### config.mk
export PLATFORM = sky130hd
export DESIGN_NAME = uart_sensor_poll_csv_parser
export DESIGN_NICKNAME = d
export VERILOG_FILES = /design/src/uspp_pkg.sv /design/src/uart_sensor_poll_csv_parser.sv /design/src/uspp_front.sv /design/src/uspp_queue.sv /design/src/uspp_back.sv
export SDC_FILE = /design/constraint.sdc
export NUM_CORES = 1
export LEC_CHECK = 0
export ABC_AREA = 1
export CORE_UTILIZATION = 50
export DETAILED_ROUTE_END_ITERATION = 8
export DONT_BUFFER_PORTS = 1
export GPL_ROUTABILITY_DRIVEN = 0
export GPL_TIMING_DRIVEN = 0
export PLACE_DENSITY = 0.65
export SLEW_MARGIN = 15
export SYNTH_ARGS = -nofsm -noshare
export SYNTH_HDL_FRONTEND = slang
export SYNTH_SLANG_ARGS = --single-unit
### constraint.sdc
create_clock -name i_clk -period 4.2 [get_ports i_clk]
set_input_delay 0.42 -clock i_clk [delete_from_list [all_inputs] [get_ports i_clk]]
set_output_delay 0.42 -clock i_clk [all_outputs]
set_load 0.02 [all_outputs]
### src/uspp_pkg.sv
`default_nettype none
// ============================================================================
// uspp_pkg
// Shared types and constants of the serial gas-sensor poller and CSV parser.
// ============================================================================
package uspp_pkg;

    localparam int unsigned QUEUE_DEPTH = 2;
    localparam int unsigned LEN_W       = 8;
    localparam int unsigned TOKENS      = 4;
    localparam int unsigned CFG_IDX_W   = 1;
    localparam int unsigned CFG_DATA_W  = 16;

    localparam logic [1:0] OP_TICK    = 2'd0;
    localparam logic [1:0] OP_BYTE    = 2'd1;
    localparam logic [1:0] OP_REQUEST = 2'd2;

    localparam logic [1:0] EV_TX    = 2'd0;
    localparam logic [1:0] EV_READY = 2'd1;
    localparam logic [1:0] EV_ERROR = 2'd2;

    localparam logic [1:0] CAUSE_NONE      = 2'd0;
    localparam logic [1:0] CAUSE_TIMEOUT   = 2'd0;
    localparam logic [1:0] CAUSE_OUT_STATE = 2'd1;
    localparam logic [1:0] CAUSE_FEW_VALS  = 2'd2;

    localparam logic [CFG_IDX_W-1:0] CFG_TIMEOUT  = 1'b0;
    localparam logic [CFG_IDX_W-1:0] CFG_REQ_BYTE = 1'b1;

    localparam logic [15:0] TIMEOUT_RESET  = 16'd3000;
    localparam logic [7:0]  REQ_BYTE_RESET = 8'd13;

    typedef enum logic [1:0] {
        K_TICK    = 2'd0,
        K_BYTE    = 2'd1,
        K_REQUEST = 2'd2
    } t_kind;

    typedef enum logic [2:0] {
        C_ZERO  = 3'd0,
        C_COMMA = 3'd1,
        C_SPACE = 3'd2,
        C_PLUS  = 3'd3,
        C_MINUS = 3'd4,
        C_DIGIT = 3'd5,
        C_OTHER = 3'd6
    } t_cls;

    typedef struct packed {
        t_kind      kind;
        t_cls       cls;
        logic [3:0] digit;
        logic       last;
    } t_item;

    typedef enum logic [4:0] {
        ST_IDLE      = 5'b00001,
        ST_SEND      = 5'b00010,
        ST_REQUESTED = 5'b00100,
        ST_READY     = 5'b01000,
        ST_ERROR     = 5'b10000
    } t_state;

    typedef enum logic [1:0] {
        INIT_NONE = 2'd0,
        INIT_BUSY = 2'd1,
        INIT_DONE = 2'd2
    } t_init;

    typedef enum logic [1:0] {
        PH_BETWEEN = 2'd0,
        PH_LEAD    = 2'd1,
        PH_DIGITS  = 2'd2,
        PH_DONE    = 2'd3
    } t_phase;

endpackage
`default_nettype wire

### src/uart_sensor_poll_csv_parser.sv
`default_nettype none
// ============================================================================
// uart_sensor_poll_csv_parser
// Polls a serial gas sensor and parses its comma-separated response into
// SO2, temperature and humidity readings.
// ============================================================================
//  Channel   Direction  tdata                                 tuser / tlast
//  s_axis    in         [7:0] rx_byte                         tuser operation, tlast rx_last
//  m_axis    out        [7:0] tx_byte, [23:8] so2_ppb,        tuser event_res
//                       [39:24] temp_centi, [55:40] rh_x100,
//                       [57:56] error_cause, [58] initialized
//  cfg       in         i_cfg_idx 0 timeout_ticks, 1 request_byte
//
//  One request is taken every cycle while the queue has room. A result is
//  valid on m_axis after its request is accepted: the request is first
//  written into the queue, then the back end registers its event.
//  The back end's digit multiply-add and timer compare are combinational.
//  Reset is synchronous and clears all control state at once.
//  A stalled output holds the back end, and the two-entry queue absorbs input.
// ============================================================================
module uart_sensor_poll_csv_parser #(
    parameter int unsigned MAX_MESSAGE_BYTES = 255
) (
    input  wire logic                              i_clk,
    input  wire logic                              i_rst_n,
    input  wire logic                              i_cfg_we,
    input  wire logic [uspp_pkg::CFG_IDX_W-1:0]    i_cfg_idx,
    input  wire logic [uspp_pkg::CFG_DATA_W-1:0]   i_cfg_data,
    input  wire logic                              s_axis_tvalid,
    output logic                                   s_axis_tready,
    input  wire logic [7:0]                        s_axis_tdata,   // [7:0] rx_byte
    input  wire logic [1:0]                        s_axis_tuser,   // [1:0] operation
    input  wire logic                              s_axis_tlast,   // rx_last
    output logic                                   m_axis_tvalid,
    input  wire logic                              m_axis_tready,
    // [7:0] tx_byte, [23:8] so2_ppb, [39:24] temp_centi, [55:40] rh_x100,
    // [57:56] error_cause, [58] initialized
    output logic [63:0]                            m_axis_tdata,
    output logic [1:0]                             m_axis_tuser    // [1:0] event_res
);
    import uspp_pkg::*;

    logic   w_push;
    t_item  w_in_item;
    logic   w_q_ready;
    logic   w_q_valid;
    t_item  w_q_item;
    logic   w_q_pop;

    uspp_front u_front (
        .s_axis_tvalid (s_axis_tvalid),
        .s_axis_tready (s_axis_tready),
        .s_axis_tdata  (s_axis_tdata),
        .s_axis_tuser  (s_axis_tuser),
        .s_axis_tlast  (s_axis_tlast),
        .o_push        (w_push),
        .o_item        (w_in_item),
        .i_q_ready     (w_q_ready)
    );

    uspp_queue u_queue (
        .i_clk   (i_clk),
        .i_rst_n (i_rst_n),
        .i_push  (w_push),
        .i_item  (w_in_item),
        .o_ready (w_q_ready),
        .o_valid (w_q_valid),
        .o_item  (w_q_item),
        .i_pop   (w_q_pop)
    );

    uspp_back #(
        .MAX_MESSAGE_BYTES (MAX_MESSAGE_BYTES)
    ) u_back (
        .i_clk         (i_clk),
        .i_rst_n       (i_rst_n),
        .i_cfg_we      (i_cfg_we),
        .i_cfg_idx     (i_cfg_idx),
        .i_cfg_data    (i_cfg_data),
        .i_q_valid     (w_q_valid),
        .i_q_item      (w_q_item),
        .o_q_pop       (w_q_pop),
        .m_axis_tvalid (m_axis_tvalid),
        .m_axis_tready (m_axis_tready),
        .m_axis_tdata  (m_axis_tdata),
        .m_axis_tuser  (m_axis_tuser)
    );

endmodule
`default_nettype wire

### src/uspp_front.sv
`default_nettype none
// ============================================================================
// uspp_front
// Accepts input requests, drops unused operation codes and classifies
// received characters before they enter the queue.
// ============================================================================
module uspp_front (
    input  wire logic          s_axis_tvalid,
    output logic               s_axis_tready,
    input  wire logic [7:0]    s_axis_tdata,   // [7:0] rx_byte
    input  wire logic [1:0]    s_axis_tuser,   // [1:0] operation
    input  wire logic          s_axis_tlast,   // rx_last
    output logic               o_push,
    output uspp_pkg::t_item    o_item,
    input  wire logic          i_q_ready
);
    import uspp_pkg::*;

    t_kind      w_kind;
    t_cls       w_cls;
    logic       w_known;

    always_comb begin
        w_known = 1'b1;
        w_kind  = K_TICK;
        unique case (s_axis_tuser)
            OP_TICK:    w_kind = K_TICK;
            OP_BYTE:    w_kind = K_BYTE;
            OP_REQUEST: w_kind = K_REQUEST;
            default:    w_known = 1'b0;
        endcase
    end

    always_comb begin
        if (s_axis_tdata == 8'h00) begin
            w_cls = C_ZERO;
        end else if (s_axis_tdata == 8'h2C) begin
            w_cls = C_COMMA;
        end else if (s_axis_tdata == 8'h20
                     || (s_axis_tdata >= 8'h09 && s_axis_tdata <= 8'h0D)) begin
            w_cls = C_SPACE;
        end else if (s_axis_tdata == 8'h2B) begin
            w_cls = C_PLUS;
        end else if (s_axis_tdata == 8'h2D) begin
            w_cls = C_MINUS;
        end else if (s_axis_tdata >= 8'h30 && s_axis_tdata <= 8'h39) begin
            w_cls = C_DIGIT;
        end else begin
            w_cls = C_OTHER;
        end
    end

    assign s_axis_tready = i_q_ready;
    assign o_push        = s_axis_tvalid && i_q_ready && w_known;
    assign o_item.kind   = w_kind;
    assign o_item.cls    = w_cls;
    assign o_item.digit  = s_axis_tdata[3:0];
    assign o_item.last   = s_axis_tlast;

endmodule
`default_nettype wire

### src/uspp_queue.sv
`default_nettype none
// ============================================================================
// uspp_queue
// Short first-in first-out queue of classified requests between the front
// and the back.
// ============================================================================
module uspp_queue (
    input  wire logic          i_clk,
    input  wire logic          i_rst_n,
    input  wire logic          i_push,
    input  wire uspp_pkg::t_item i_item,
    output logic               o_ready,
    output logic               o_valid,
    output uspp_pkg::t_item    o_item,
    input  wire logic          i_pop
);
    import uspp_pkg::*;

    localparam int unsigned PTR_W = (QUEUE_DEPTH > 1) ? $clog2(QUEUE_DEPTH) : 1;
    localparam int unsigned CNT_W = $clog2(QUEUE_DEPTH + 1);

    t_item              r_mem [QUEUE_DEPTH];
    logic [PTR_W-1:0]   r_wp;
    logic [PTR_W-1:0]   r_rp;
    logic [CNT_W-1:0]   r_cnt;
    logic [PTR_W-1:0]   n_wp;
    logic [PTR_W-1:0]   n_rp;
    logic [CNT_W-1:0]   n_cnt;
    logic               w_do_pop;

    assign o_ready  = (r_cnt != CNT_W'(QUEUE_DEPTH));
    assign o_valid  = (r_cnt != '0);
    assign o_item   = r_mem[r_rp];
    assign w_do_pop = i_pop && o_valid;

    always_comb begin
        n_wp  = r_wp;
        n_rp  = r_rp;
        n_cnt = r_cnt;
        if (i_push) begin
            n_wp = (r_wp == PTR_W'(QUEUE_DEPTH - 1)) ? '0 : r_wp + 1'b1;
        end
        if (w_do_pop) begin
            n_rp = (r_rp == PTR_W'(QUEUE_DEPTH - 1)) ? '0 : r_rp + 1'b1;
        end
        if (i_push && !w_do_pop) begin
            n_cnt = r_cnt + 1'b1;
        end else if (!i_push && w_do_pop) begin
            n_cnt = r_cnt - 1'b1;
        end
    end

    always_ff @(posedge i_clk) begin
        if (i_push) begin
            r_mem[r_wp] <= i_item;
        end
    end

    always_ff @(posedge i_clk) begin
        if (!i_rst_n) begin
            r_wp  <= '0;
            r_rp  <= '0;
            r_cnt <= '0;
        end else begin
            r_wp  <= n_wp;
            r_rp  <= n_rp;
            r_cnt <= n_cnt;
        end
    end

endmodule
`default_nettype wire

### src/uspp_back.sv
`default_nettype none
// ============================================================================
// uspp_back
// Control state machine, response timer and CSV number parser. Takes one
// classified request per cycle unless the output stalls, and registers the resulting event.
// ============================================================================
module uspp_back #(
    parameter int unsigned MAX_MESSAGE_BYTES = 255
) (
    input  wire logic                              i_clk,
    input  wire logic                              i_rst_n,
    input  wire logic                              i_cfg_we,
    input  wire logic [uspp_pkg::CFG_IDX_W-1:0]    i_cfg_idx,
    input  wire logic [uspp_pkg::CFG_DATA_W-1:0]   i_cfg_data,
    input  wire logic                              i_q_valid,
    input  wire uspp_pkg::t_item                   i_q_item,
    output logic                                   o_q_pop,
    output logic                                   m_axis_tvalid,
    input  wire logic                              m_axis_tready,
    output logic [63:0]                            m_axis_tdata,
    output logic [1:0]                             m_axis_tuser
);
    import uspp_pkg::*;

    t_state             r_state, n_state;
    t_init              r_init, n_init;
    logic [15:0]        r_cnt, n_cnt;
    logic               r_armed, n_armed;
    logic [LEN_W-1:0]   r_len, n_len;
    logic [2:0]         r_tc, n_tc;
    t_phase             r_ph, n_ph;
    logic               r_neg, n_neg;
    logic [31:0]        r_acc, n_acc;
    logic               r_ended, n_ended;
    logic [15:0]        r_pend [3];
    logic [15:0]        r_meas [3];
    logic [15:0]        n_meas [3];
    logic [15:0]        r_timeout;
    logic [7:0]         r_req_byte;

    logic               r_ov;
    logic [1:0]         r_ev, n_ev;
    logic [7:0]         r_tx, n_tx;
    logic [1:0]         r_cause, n_cause;
    logic               r_oinit;
    logic [15:0]        r_om [3];
    logic               n_emit;

    logic               w_pop;
    logic [35:0]        w_dg_sum;
    logic [31:0]        w_dg_acc;
    logic               w_skip;
    logic [2:0]         c_tc;
    t_phase             c_ph;
    logic               c_neg;
    logic [31:0]        c_acc;
    logic               w_ch_ok;
    logic               w_fin_now;
    logic [2:0]         s_tc;
    t_phase             s_ph;
    logic               s_neg;
    logic [31:0]        s_acc;
    t_phase             f_ph;
    logic               f_neg;
    logic [31:0]        f_acc;
    logic [2:0]         f_tc;
    logic               w_fin_en;
    logic               w_pend_we;
    logic [1:0]         w_pend_idx;
    logic [15:0]        w_fin_val;

    assign w_pop   = i_q_valid && (!r_ov || m_axis_tready);
    assign o_q_pop = w_pop;

    // Character step of the number parser, before any token is closed.
    always_comb begin
        w_dg_sum = ({4'b0, r_acc} << 3) + ({4'b0, r_acc} << 1) + 36'(i_q_item.digit);
        w_dg_acc = (w_dg_sum > 36'h080000000) ? 32'h80000000 : w_dg_sum[31:0];
        c_tc   = r_tc;
        c_ph   = r_ph;
        c_neg  = r_neg;
        c_acc  = r_acc;
        w_skip = 1'b0;
        if (r_ph == PH_BETWEEN) begin
            if (r_tc >= 3'(TOKENS)) begin
                w_skip = 1'b1;
            end else begin
                c_tc = r_tc + 3'd1;
                c_ph = PH_LEAD;
            end
        end
        if (!w_skip) begin
            case (c_ph)
                PH_LEAD: begin
                    case (i_q_item.cls)
                        C_SPACE: c_ph = PH_LEAD;
                        C_PLUS:  c_ph = PH_DIGITS;
                        C_MINUS: begin
                            c_neg = 1'b1;
                            c_ph  = PH_DIGITS;
                        end
                        C_DIGIT: begin
                            c_acc = w_dg_acc;
                            c_ph  = PH_DIGITS;
                        end
                        default: c_ph = PH_DONE;
                    endcase
                end
                PH_DIGITS: begin
                    if (i_q_item.cls == C_DIGIT) begin
                        c_acc = w_dg_acc;
                    end else begin
                        c_ph = PH_DONE;
                    end
                end
                default: c_ph = r_ph;
            endcase
        end
    end

    // Token close: at most one real close per byte.
    always_comb begin
        w_ch_ok   = !r_ended && (r_len < LEN_W'(MAX_MESSAGE_BYTES));
        w_fin_now = w_ch_ok && (i_q_item.cls == C_ZERO || i_q_item.cls == C_COMMA);
        if (w_ch_ok && !w_fin_now) begin
            s_tc  = c_tc;
            s_ph  = c_ph;
            s_neg = c_neg;
            s_acc = c_acc;
        end else begin
            s_tc  = r_tc;
            s_ph  = r_ph;
            s_neg = r_neg;
            s_acc = r_acc;
        end
        f_tc  = s_tc;
        f_ph  = w_fin_now ? r_ph  : s_ph;
        f_neg = w_fin_now ? r_neg : s_neg;
        f_acc = w_fin_now ? r_acc : s_acc;
        w_fin_en   = w_fin_now || i_q_item.last;
        w_pend_we  = w_fin_en && (f_ph != PH_BETWEEN) && (f_tc >= 3'd2) && (f_tc <= 3'd4);
        w_pend_idx = 2'(f_tc - 3'd2);
        if (f_neg) begin
            w_fin_val = 16'd0 - f_acc[15:0];
        end else begin
            w_fin_val = f_acc[31] ? 16'hFFFF : f_acc[15:0];
        end
    end

    always_comb begin
        n_state = r_state;
        n_init  = r_init;
        n_cnt   = r_cnt;
        n_armed = r_armed;
        n_len   = r_len;
        n_tc    = r_tc;
        n_ph    = r_ph;
        n_neg   = r_neg;
        n_acc   = r_acc;
        n_ended = r_ended;
        n_meas  = r_meas;
        n_emit  = 1'b0;
        n_ev    = EV_TX;
        n_tx    = 8'd0;
        n_cause = CAUSE_NONE;
        if (w_pop) begin
            case (i_q_item.kind)
                K_TICK: begin
                    if (r_armed) begin
                        if (r_cnt != 16'hFFFF) begin
                            n_cnt = r_cnt + 16'd1;
                        end
                        if (n_cnt >= r_timeout) begin
                            n_armed = 1'b0;
                            n_state = ST_ERROR;
                            n_emit  = 1'b1;
                            n_ev    = EV_ERROR;
                            n_cause = CAUSE_TIMEOUT;
                        end
                    end
                    unique case (n_state)
                        ST_SEND: begin
                            n_cnt   = 16'd0;
                            n_armed = 1'b1;
                            n_len   = '0;
                            n_tc    = 3'd0;
                            n_ph    = PH_BETWEEN;
                            n_neg   = 1'b0;
                            n_acc   = 32'd0;
                            n_ended = 1'b0;
                            n_state = ST_REQUESTED;
                            n_emit  = 1'b1;
                            n_ev    = EV_TX;
                            n_tx    = r_req_byte;
                        end
                        ST_REQUESTED: begin
                            n_state = ST_REQUESTED;
                        end
                        ST_READY: begin
                            if (r_init == INIT_BUSY) begin
                                n_init = INIT_DONE;
                            end
                            n_armed = 1'b0;
                            n_state = ST_IDLE;
                        end
                        ST_ERROR: begin
                            n_armed = 1'b0;
                            n_state = ST_IDLE;
                        end
                        default: begin
                            n_state = ST_IDLE;
                            if (r_init != INIT_DONE) begin
                                n_init  = INIT_BUSY;
                                n_state = ST_SEND;
                            end
                        end
                    endcase
                end
                K_BYTE: begin
                    if (r_state != ST_REQUESTED) begin
                        n_len   = '0;
                        n_tc    = 3'd0;
                        n_ph    = PH_BETWEEN;
                        n_neg   = 1'b0;
                        n_acc   = 32'd0;
                        n_ended = 1'b0;
                        if (i_q_item.last) begin
                            n_state = ST_ERROR;
                            n_emit  = 1'b1;
                            n_ev    = EV_ERROR;
                            n_cause = CAUSE_OUT_STATE;
                        end
                    end else begin
                        if (w_ch_ok) begin
                            n_len = r_len + 1'b1;
                            if (i_q_item.cls == C_ZERO) begin
                                n_ended = 1'b1;
                            end
                        end
                        n_tc = s_tc;
                        if (w_fin_en) begin
                            n_ph  = PH_BETWEEN;
                            n_neg = 1'b0;
                            n_acc = 32'd0;
                        end else begin
                            n_ph  = s_ph;
                            n_neg = s_neg;
                            n_acc = s_acc;
                        end
                        if (i_q_item.last) begin
                            if (s_tc >= 3'(TOKENS)) begin
                                for (int i = 0; i < 3; i++) begin
                                    n_meas[i] = (w_pend_we && w_pend_idx == 2'(i))
                                                ? w_fin_val : r_pend[i];
                                end
                                n_state = ST_READY;
                                n_emit  = 1'b1;
                                n_ev    = EV_READY;
                            end else begin
                                n_state = ST_ERROR;
                                n_emit  = 1'b1;
                                n_ev    = EV_ERROR;
                                n_cause = CAUSE_FEW_VALS;
                            end
                            n_len   = '0;
                            n_tc    = 3'd0;
                            n_ph    = PH_BETWEEN;
                            n_neg   = 1'b0;
                            n_acc   = 32'd0;
                            n_ended = 1'b0;
                        end
                    end
                end
                default: begin
                    if (r_state == ST_IDLE) begin
                        n_state = ST_SEND;
                    end
                end
            endcase
        end
    end

    always_ff @(posedge i_clk) begin
        if (w_pop && i_q_item.kind == K_BYTE && r_state == ST_REQUESTED && w_pend_we) begin
            r_pend[w_pend_idx] <= w_fin_val;
        end
        if (w_pop && n_emit) begin
            r_ev    <= n_ev;
            r_tx    <= n_tx;
            r_cause <= n_cause;
            r_oinit <= (r_init == INIT_DONE);
            r_om    <= n_meas;
        end
    end

    always_ff @(posedge i_clk) begin
        if (!i_rst_n) begin
            r_state    <= ST_IDLE;
            r_init     <= INIT_NONE;
            r_cnt      <= 16'd0;
            r_armed    <= 1'b0;
            r_len      <= '0;
            r_tc       <= 3'd0;
            r_ph       <= PH_BETWEEN;
            r_neg      <= 1'b0;
            r_acc      <= 32'd0;
            r_ended    <= 1'b0;
            r_meas     <= '{default: 16'd0};
            r_timeout  <= TIMEOUT_RESET;
            r_req_byte <= REQ_BYTE_RESET;
            r_ov       <= 1'b0;
        end else begin
            r_state <= n_state;
            r_init  <= n_init;
            r_cnt   <= n_cnt;
            r_armed <= n_armed;
            r_len   <= n_len;
            r_tc    <= n_tc;
            r_ph    <= n_ph;
            r_neg   <= n_neg;
            r_acc   <= n_acc;
            r_ended <= n_ended;
            r_meas  <= n_meas;
            if (i_cfg_we) begin
                unique case (i_cfg_idx)
                    CFG_TIMEOUT:  r_timeout  <= i_cfg_data[15:0];
                    CFG_REQ_BYTE: r_req_byte <= i_cfg_data[7:0];
                    default:      r_timeout  <= r_timeout;
                endcase
            end
            if (w_pop && n_emit) begin
                r_ov <= 1'b1;
            end else if (m_axis_tready) begin
                r_ov <= 1'b0;
            end
        end
    end

    assign m_axis_tvalid = r_ov;
    assign m_axis_tuser  = r_ev;
    assign m_axis_tdata  = {5'd0, r_oinit, r_cause, r_om[2], r_om[1], r_om[0], r_tx};

endmodule
`default_nettype wire

==> flow_metrics.env, run 1 <==
export IMPL_comb_power_share=0.224
export IMPL_synth_distinct_cells=59
export IMPL_status="finished, violations left"
export IMPL_place_ws_ns=-0.880
export IMPL_worst_ep_arrival_time_ns=4.70
export IMPL_min_path_type="in -> reg"
export IMPL_synth_top_area_frac=0.250
export IMPL_cp_start_kind="register"
export IMPL_placed_cell_area_mm2=0.0160
export IMPL_swShare=0.312
export IMPL_grt_pass1_wl_mm=62.7
export IMPL_synth_most_common_cell="nand2_1"
export IMPL_drt_pass1_iterations=5
export IMPL_yosysSeqAreaShare=0.442
export IMPL_fp_dieW_um=178
export IMPL_p_int_uw=5090
export IMPL_wire_per_inst_um=16.2
export IMPL_power_share_clock=0.337
export IMPL_rsz0062_at_grt="yes"
export IMPL_clock_latency_ns=0.53
export IMPL_multiInputGateArea_mm2=0.00839
export IMPL_ir_worst_vdd_mv=0.281
export IMPL_core_mm2=0.0305
export IMPL_slowest_delay_ns=0.53
export IMPL_finClkSkew_ns=0.0101
export IMPL_drv_slew=0
export IMPL_yosys_warnings=0
export IMPL_die_area_mm2=0.0317
export IMPL_vias_per_cell=5.38
export IMPL_cp_common_cell="nand2_2"
export IMPL_initial_core_util=0.508
export IMPL_drtIter0Drc=787
export IMPL_finalCritPeriodShare=1.05
export IMPL_final_net_count=2239
export IMPL_crit_slowest_cell="fa_1"
export IMPL_syn_inst=2013
export IMPL_cp_top_family="simple AND/OR/NAND/NOR gates"
export IMPL_die_h_um=178
export IMPL_antenna_found_initial=0
export IMPL_synth_area_mm2=0.0155
export IMPL_vias=13600
export IMPL_htree_levels=1
export IMPL_ys_flop_type="dfxtp_1"
export IMPL_syn_area_per_cell_um2=7.70
export IMPL_end_kind="register"
export IMPL_ant_nets=0
export IMPL_ios=101
export IMPL_worst_slew_margin_rel=0.411
export IMPL_path_class="reg -> reg"
export IMPL_failed_checks="negative setup slack"
export IMPL_p_per_area_mw_per_mm2=396
export IMPL_async_reset_ff_frac=0
export IMPL_path_clk_slew_ns=0.07
export IMPL_grt_pass1_vias=12800
export IMPL_grt_use_total=0.247
export IMPL_rows=64
export IMPL_antenna_cells=0
export IMPL_power_switching_uw=2300
export IMPL_design_area_mm2=0.0187
export IMPL_leakagePower_uw=0.00844
export IMPL_drcViolationCount=0
export IMPL_cp_buffers_inverters=4
export IMPL_clock_sinks=278
export IMPL_critPathMaxFanout=6
export IMPL_cts_root_buffer="clkbuf_16"
export IMPL_grt_max_degree=63
export IMPL_nFillCells=2666
export IMPL_place_hpwl_mm=29.1
export IMPL_drt_total_wl_mm=40.9
export IMPL_p_seq_frac=0.439
export IMPL_ys_ff_latch=278
export IMPL_ys_top_cells_by_area="edfxtp_1, dfxtp_1, nand2_1"
export IMPL_cp_required_ns=4.48
export IMPL_cts_buffer_depth=3
export IMPL_synthTopCellsByCount="nand2_1, inv_1, a21oi_1"
export IMPL_drive_gt1_frac=0.195
export IMPL_netlist_top_cell_by_area="edfxtp_1"
export IMPL_fmax_mhz=226
export IMPL_hold_viol=0
export IMPL_port_buffers=0
export IMPL_seqCellArea_mm2=0.00687
export IMPL_grt_remaining_overflow=0
export IMPL_max_cap_violations=0
export IMPL_finalCriticalPeriod_ns=4.43
export IMPL_worstMarginPinSlew_ns=0.880
export IMPL_setup_viol=62
export IMPL_cts_tree="yes"
export IMPL_synth_edf_count=129
export IMPL_area_growth_syn_to_layout_pct=20.4
export IMPL_fin_ws_ns=-0.227
export IMPL_cts_made_buffers=27
final timing paths:
check,start,endpoint,slack (ns),cells past startpoint
worst max register to register,register,u_back.m_axis_tdata[47]$_DFFE_PP_,-0.23,27
worst min register to register,u_queue.r_rp$_SDFFE_PN0P_,u_queue.r_rp$_SDFFE_PN0P_,0.46,1
worst max-delay path,register,u_back.m_axis_tdata[47]$_DFFE_PP_,-0.23,27
worst min-delay path,i_cfg_data[11],u_back.r_timeout[11]$_SDFFE_PN1P_,0.02,2
layout make-up:
cell class | instances | share of cell area
clock buffer | 38 | 0.0411
clock inverter | 11 | 0.00744
buffer | 55 | 0.0168
sequential | 278 | 0.368
tap | 396 | 0.0266
inverter | 260 | 0.0534
timing repair buffer | 75 | 0.0373
multi-input combinational | 1422 | 0.449
layer usage:
layer | vias up | track usage | share of wire
met1 | 6425 | 0.311 | 0.44
met4 | 0 | 0.0684 | 0.026
met3 | 71 | 0.0277 | 0.041
met2 | 304 | 0.444 | 0.49
li1 | 6833 | - | -
met5 | - | 0 | 0
layout by cell type (no fill, tap or decap), types with 41 or more instances in the layout:
master    count
a21oi_1     152
buf_4        61
dfxtp_1     145
edfxtp_1    129
ha_1         80
inv_1       234
nand2_1     505
nand2_2      67
nand2_4      41
nand3_1      59
nor2_1      138
o21ai_0      83
registers in the layout, summed over array words and instances (netlist names), 2 cells and up, named ones only:
register / count
u_queue.r_cnt: 2
u_back.r_init: 2
u_back.r_tx: 8
u_back.r_timeout: 16
u_back.r_cause: 2
u_back.m_axis_tdata: 48
u_back.r_len: 8
u_back.r_state: 5
u_queue.r_mem: 20
u_back.m_axis_tuser: 2
u_back.r_cnt: 16
u_back.r_ph: 2
u_back.r_req_byte: 8
u_back.r_tc: 3
u_back.r_meas: 48
u_back.r_pend: 48
u_back.r_acc: 32
timing repair:
item | 4_1_cts | 5_1_grt
resized for setup | 131 | 205
endpoints found under the setup margin | 201 | 198
gates cloned | 2 | 5
hold buffers | 5 | 0
buffers inserted | 29 | 35
hold endpoints to repair | 10 | 0
pin swaps | 46 | 82
power groups by stage:
stage / logic, uW / registers, uW / clock network [uW]
after floorplan: 931 / 3270 / 0
after global placement: 1240 / 3300 / 0
after detailed placement: 1270 / 3300 / 0
after CTS: 1460 / 3250 / 2520
after global routing: 1810 / 3260 / 2630
final: 1660 / 3240 / 2490
stage by stage:
step	total power [uW]	std cells	setup TNS (ns)	hold slack, ns	utilization
after detailed placement	4570	2413	-106.56	0.443	0.525
after CTS	7220	2496	-2.65	0.00140	0.579
after global routing	7700	2535	-28.41	0.00686	0.612
after global placement	4540	2413	-121.12	0.433	0.525
final	7390	2535	-7.03	0.0184	0.612
after floorplan	4200	2017	0	0.418	-
logic make-up (layout without fill, tap and decap cells):
| group | Yosys count | count (layout) | synth area share |
|---|---|---|---|
| AO/OA/AOI/OAI | 367 | 367 | 0.133 |
| adder cells (fa/ha/maj) | 87 | 87 | 0.0712 |
| XOR/XNOR | 15 | 15 | 0.00896 |
| other | 1 | 5 | 0.000242 |
| AND/OR/NAND/NOR | 943 | 944 | 0.260 |
| flip-flops | 278 | 278 | 0.442 |
| buffers and inverters | 318 | 439 | 0.0812 |
| multiplexers | 4 | 4 | 0.00282 |
(Power assumes the default switching activity.)
==> run 2, diff against run 1 <==
Settings changed: ABC_AREA 1 to not set, SKIP_LAST_GASP set to 1, TNS_END_PERCENT set to 50.
==> run 2 against run 1 <==
  * Highest routed layer unchanged
  * The run still ends with negative setup slack left
  * Hold slack improved by 0.030 ns
  * Critical endpoint is now u_back.m_axis_tdata[48]$_DFFE_PP_
  * Clock skew increased by 0.017 ns
  * Combinational power decreased by 8%
  * Final cell count decreased by 11%
  * Via count increased by 2.3%
  * Sequential power decreased by 2%
  * Critical path depth decreased by 9
==> flow_metrics.env, run 2 <==
export IMPL_ios=101
export IMPL_setup_viol=200
export IMPL_cp_start_kind="register"
export IMPL_place_hpwl_mm=31.6
export IMPL_port_buffers=0
export IMPL_grt_use_total=0.277
export IMPL_fmax_mhz=178
export IMPL_yosys_warnings=0
export IMPL_placed_cells=2101
export IMPL_tns_ns=-122.71
export IMPL_synth_area_mm2=0.0154
export IMPL_worst_slew_margin_rel=0.235
export IMPL_ant_nets=0
export IMPL_ys_flop_type="dfxtp_1"
export IMPL_async_reset_ff_frac=0
export IMPL_synth_edf_count=129
export IMPL_cts_made_buffers=29
export IMPL_p_int_uw=5080
export IMPL_comb_power_share=0.209
export IMPL_vias=13900
export IMPL_htree_levels=1
export IMPL_worst_ep_arrival_time_ns=6.03
export IMPL_seqCellArea_mm2=0.00687
export IMPL_end_kind="register"
export IMPL_vias_per_cell=6.16
export IMPL_status="finished, violations left"
export IMPL_drive_gt1_frac=0.194
export IMPL_ys_top_cells_by_area="edfxtp_1, dfxtp_1, ha_1"
export IMPL_placed_cell_area_mm2=0.0162
export IMPL_final_cells=2263
export IMPL_antenna_cells=0
export IMPL_netlist_top_cell_by_area="edfxtp_1"
export IMPL_synthTopCellsByCount="nand2_1, a21oi_1, dfxtp_1"
export IMPL_drt_pass1_iterations=5
export IMPL_area_growth_syn_to_layout_pct=24.2
export IMPL_grt_remaining_overflow=0
export IMPL_path_class="reg -> reg"
export IMPL_fin_ws_ns=-1.43
export IMPL_syn_inst=1704
export IMPL_swShare=0.299
export IMPL_nFillCells=2428
export IMPL_finalPower_uw=7250
export IMPL_layout_cells_most_common="nand2_1"
export IMPL_grt_pass1_wl_mm=69.3
export IMPL_antenna_found_initial=0
export IMPL_hold_viol=0
export IMPL_cts_root_buffer="clkbuf_16"
export IMPL_cts_buffer_depth=3
export IMPL_max_cap_violations=0
export IMPL_drt_total_wl_mm=45.8
export IMPL_drcViolationCount=0
export IMPL_synth_top_area_frac=0.251
export IMPL_drv_slew=0
export IMPL_p_per_area_mw_per_mm2=378
export IMPL_min_path_type="in -> reg"
export IMPL_die_area_mm2=0.0316
export IMPL_failed_checks="negative setup slack"
export IMPL_rows=63
export IMPL_finalCritPeriodShare=1.34
export IMPL_final_cell_mix="nand2_1, a21oi_1, dfxtp_1"
export IMPL_cp_required_ns=4.60
export IMPL_grt_pass1_vias=13100
export IMPL_yosysSeqAreaShare=0.444
export IMPL_finalCriticalPeriod_ns=5.63
export IMPL_cts_tree="yes"
export IMPL_power_share_clock=0.354
export IMPL_fp_dieW_um=178
export IMPL_r2r_setup_slack_ns=-1.43
export IMPL_multiInputGateArea_mm2=0.00912
export IMPL_core_mm2=0.0300
export IMPL_grt_max_degree=62
export IMPL_clock_sinks=278
export IMPL_clock_latency_ns=0.57
export IMPL_leakagePower_uw=0.00741
export IMPL_p_seq_frac=0.437
export IMPL_design_area_mm2=0.0192
export IMPL_ys_ff_latch=278
export IMPL_ir_worst_vdd_mv=0.308
export IMPL_path_clk_slew_ns=0.06
export IMPL_synth_distinct_cells=97
export IMPL_rsz0062_at_grt="yes"
export IMPL_critPathMaxFanout=7
export IMPL_power_switching_uw=2170
export IMPL_die_h_um=178
export IMPL_finClkSkew_ns=0.0267
export IMPL_synth_most_common_cell="nand2_1"
export IMPL_syn_area_per_cell_um2=9.06
export IMPL_final_net_count=1970
export IMPL_initial_core_util=0.514
export IMPL_worstMarginPinSlew_ns=1.15
export IMPL_drtIter0Drc=1091
export IMPL_wire_per_inst_um=20.2
run 2: power groups by stage:
stage / Combinational, uW / Clock [uW] / Sequential (uW)
final: 1520 / 2560 / 3170
after global routing: 1610 / 2700 / 3190
after CTS: 1330 / 2600 / 3170
after detailed placement: 1060 / 0 / 3230
after global placement: 1050 / 0 / 3220
after floorplan: 763 / 0 / 3210
run 2: stage by stage:
step | setup WS (ns) | hold slack (ns) | utilization
after CTS | -1.28 | 0.0237 | 0.615
after detailed placement | -1.96 | 0.443 | 0.539
after global placement | -1.94 | 0.439 | 0.537
final | -1.43 | 0.0480 | 0.638
after floorplan | -1.04 | 0.432 | -
after global routing | -1.50 | 0.0432 | 0.638
run 2: metal layers:
layer | global-route usage | wire length [um] | part of all wire | up-vias
met4 | 0.0876 | 2020 | 0.044 | 0
met1 | 0.365 | 19300 | 0.42 | 6649
li1 | - | - | - | 6568
met5 | 0 | 0 | 0 | -
met2 | 0.470 | 21400 | 0.47 | 593
met3 | 0.0347 | 3150 | 0.069 | 137
run 2: worst max-delay path, stage by stage (launching register included):
cell and delay, ns:
dfxtp_1 0.57, ha_1 0.32, ha_1 0.24, a21oi_1 0.33, a21oi_1 0.22, o41ai_2 0.78, a211o_1 0.20, a211oi_2 0.10
or4_4 0.56, nor4_4 0.36, a21oi_4 0.14, o31ai_4 0.36, inv_2 0.09, ha_4 0.19, nand2_4 0.08, a211oi_4 0.08
and2_4 0.16, o41a_1 0.47, a21oi_2 0.21
run 2: worst paths after layout:
check / to / from / cells past startpoint
max: u_back.m_axis_tdata[48]$_DFFE_PP_ / u_back.r_acc[11]$_SDFFE_PN0P_ / 18
min: u_queue.r_mem[0][9]$_DFFE_PP_ / s_axis_tuser[0] / 1
max reg2reg: u_back.m_axis_tdata[48]$_DFFE_PP_ / u_back.r_acc[11]$_SDFFE_PN0P_ / 18
min reg2reg: u_back.r_req_byte[5]$_SDFFE_PN0P_ / u_back.r_req_byte[5]$_SDFFE_PN0P_ / 2
run 2: cell type report:
cell class | count | area share
multi-input combinational | 1295 | 0.476
sequential | 278 | 0.358
timing repair buffer | 112 | 0.0556
clock buffer | 36 | 0.0409
buffer | 86 | 0.0259
tap | 390 | 0.0255
inverter | 48 | 0.00940
clock inverter | 18 | 0.00888
run 2: kinds of logic (layout without fill, tap and decap cells):
| kind of cell | count (synthesis) | in the layout | share of synthesized area |
|---|---|---|---|
| and+or+nand+nor | 645 | 648 | 0.202 |
| muxes | 15 | 15 | 0.0104 |
| buffers and inverters | 138 | 300 | 0.0380 |
| DFF | 278 | 278 | 0.444 |
| AOI/OAI and AO/OA | 506 | 506 | 0.215 |
| other | 1 | 5 | 0.000243 |
| adders and majority gates | 87 | 87 | 0.0715 |
| xor gates and xnor gates | 34 | 34 | 0.0193 |
run 2: what timing repair did:
item                                   in CTS  in global routing
hold buffers                               21                  0
gates cloned                                2                  4
endpoints found under the hold margin      34                  0
gates resized for setup                   162                 88
setup buffers                              47                 46
setup endpoints to repair                 220                220
pin swaps                                  73                 74
==> run 3, diff against run 2 <==
Settings changed: ABC_AREA set to 1, CORE_MARGIN set to 2, CORE_UTILIZATION 50 to 25, PLACE_DENSITY 0.65 to 0.37.
==> run 3 against run 2 <==
  * The flow still finishes with violations (negative setup slack)
  * Clock skew down 0.013 ns
  * Sequential share of layout area down 0.74 points
  * Critical path depth up 8
  * Hold slack worse by 0.011 ns
  * Setup slack better by 1.0 ns
  * Clock power up 11%
  * First-iteration DRC count down 48%
==> flow_metrics.env, run 3 (synthesized netlist as in run 1, its figures left out) <==
export IMPL_status="finished, violations left"
export IMPL_failed_checks="negative setup slack"
export IMPL_antenna_found_initial=0
export IMPL_cts_root_buffer="clkbuf_16"
export IMPL_worst_slew_margin_rel=0.327
export IMPL_grt_pass1_wl_mm=73.2
export IMPL_drt_total_wl_mm=48.1
export IMPL_final_net_count=2265
export IMPL_die_area_mm2=0.0640
export IMPL_max_cap_violations=0
export IMPL_fmax_mhz=218
export IMPL_clock_latency_ns=0.58
export IMPL_hold_viol=0
export IMPL_placed_cells=2808
export IMPL_htree_levels=1
export IMPL_worstSetupEndpoint="u_back.m_axis_tdata[54]$_DFFE_PP_"
export IMPL_wire_per_inst_um=16.2
export IMPL_leakagePower_uw=0.00867
export IMPL_grt_max_degree=58
export IMPL_worstMarginPinSlew_ns=1.01
export IMPL_worst_r2r_path_depth=26
export IMPL_initial_core_util=0.252
export IMPL_drive_gt1_frac=0.199
export IMPL_rsz0062_at_grt="yes"
export IMPL_fp_dieW_um=253
export IMPL_place_ws_ns=-1.25
export IMPL_grt_remaining_overflow=0
export IMPL_clock_sinks=278
export IMPL_critPathMaxFanout=10
export IMPL_ant_nets=0
export IMPL_cts_tree="yes"
export IMPL_grt_pass1_vias=12900
export IMPL_ios=101
export IMPL_path_clk_slew_ns=0.06
export IMPL_antenna_cells=0
export IMPL_drtIter0Drc=570
export IMPL_vias=13400
export IMPL_cts_made_buffers=31
export IMPL_rows=91
export IMPL_port_buffers=0
export IMPL_r2r_end="u_back.m_axis_tdata[54]$_DFFE_PP_"
export IMPL_cp_required_ns=4.53
export IMPL_tns_ns=-12.60
export IMPL_final_util=0.318
export IMPL_finalCritPeriodShare=1.09
export IMPL_min_path_type="in -> reg"
export IMPL_layout_cells_most_common="nand2_1"
export IMPL_path_class="reg -> reg"
export IMPL_finalCriticalPeriod_ns=4.59
export IMPL_core_mm2=0.0615
export IMPL_holdWs_ns=0.0372
export IMPL_area_growth_syn_to_layout_pct=26.3
export IMPL_ir_worst_vdd_mv=0.312
export IMPL_drt_pass1_iterations=5
export IMPL_place_hpwl_mm=36.0
export IMPL_end_kind="register"
export IMPL_p_per_area_mw_per_mm2=401
export IMPL_cts_buffer_depth=3
export IMPL_drcViolationCount=0
export IMPL_nFillCells=6546
export IMPL_finClkSkew_ns=0.0141
export IMPL_setup_viol=73
export IMPL_final_cell_mix="nand2_1, inv_1, a21oi_1"
export IMPL_drv_slew=0
export IMPL_worst_ep_arrival_time_ns=4.92
export IMPL_cp_start_kind="register"
export IMPL_die_h_um=253
export IMPL_r2r_setup_slack_ns=-0.39
export IMPL_grt_use_total=0.146
export IMPL_vias_per_cell=4.52
export IMPL_fin_ws_ns=-0.392
export IMPL_final_cells=2960
[run 3: cell type report]
class | count | area, um2 | share of cell area
multi-input combinational | 1421 | 8420 | 0.430
sequential | 278 | 6870 | 0.351
inverter | 260 | 1000 | 0.0511
tap | 790 | 988 | 0.0505
timing repair buffer | 98 | 920 | 0.0470
clock buffer | 36 | 805 | 0.0411
buffer | 55 | 334 | 0.0171
clock inverter | 22 | 251 | 0.0128
[run 3: per-layer routing]
metal | vias to the layer above | routed length (um) | GRT usage
met5 | - | 0 | 0
met4 | 0 | 980 | 0.0379
met3 | 58 | 1730 | 0.0195
met2 | 175 | 23300 | 0.247
met1 | 6274 | 22100 | 0.194
li1 | 6871 | - | -
[run 3: how the worst min path moves through the flow]
stage	start	end	slack, ns	depth (start not counted)
after floorplan	u_queue.r_rp$_SDFFE_PN0P_	register	0.43	1
after global placement	u_queue.r_rp$_SDFFE_PN0P_	u_queue.r_rp$_SDFFE_PN0P_	0.44	1
after detailed placement	u_queue.r_rp$_SDFFE_PN0P_	u_queue.r_rp$_SDFFE_PN0P_	0.44	1
after CTS	i_cfg_data[13]	u_back.r_timeout[13]$_SDFFE_PN0P_	0.0008	2
after global routing	s_axis_tuser[1]	u_queue.r_mem[1][8]$_DFFE_PP_	0.005	1
final	i_cfg_data[13]	u_back.r_timeout[13]$_SDFFE_PN0P_	0.04	2
[run 3: where the power goes]
group	leakage (uW)	switching (uW)	total, uW	internal, uW
Clock	0.000512	1150	2830	1680
Combinational	0.00576	1160	1770	607
Sequential	0.00240	181	3250	3070
[run 3: repair_timing]
action,4_1_cts,5_1_grt
hold buffers,14,0
setup endpoints to repair,214,205
pin swaps,52,85
resized for setup,153,192
setup buffers,46,34
gates cloned,0,5
endpoints found under the hold margin,21,0
[run 3: through the flow]
stage               power (uW)  cell area [um2]
finish                    7850            19600
global route              8250            19600
global placement          4660            16500
floorplan                 4200            15500
CTS                       7830            18700
detailed placement        4680            16500
[run 3: worst max-delay path, cell delays in order, from the launching register on]
cell     delay (ns)
dfxtp_4        0.38
mux2_4         0.34
fa_1           0.59
inv_2          0.05
fa_2           0.37
inv_2          0.07
nand2_2        0.05
nand2_2        0.10
nand3_2        0.09
nand2_2        0.11
nand2_2        0.07
nand2_2        0.08
nand2_2        0.06
nand2_2        0.07
nand2_2        0.05
nand3_1        0.07
nand4_1        0.16
nor2_4         0.21
buf_12         0.14
buf_12         0.14
nand2_1        0.07
o21ai_2        0.12
inv_1          0.13
o21ai_0        0.43
nand3_1        0.17
nand2_2        0.12
nand2_1        0.06
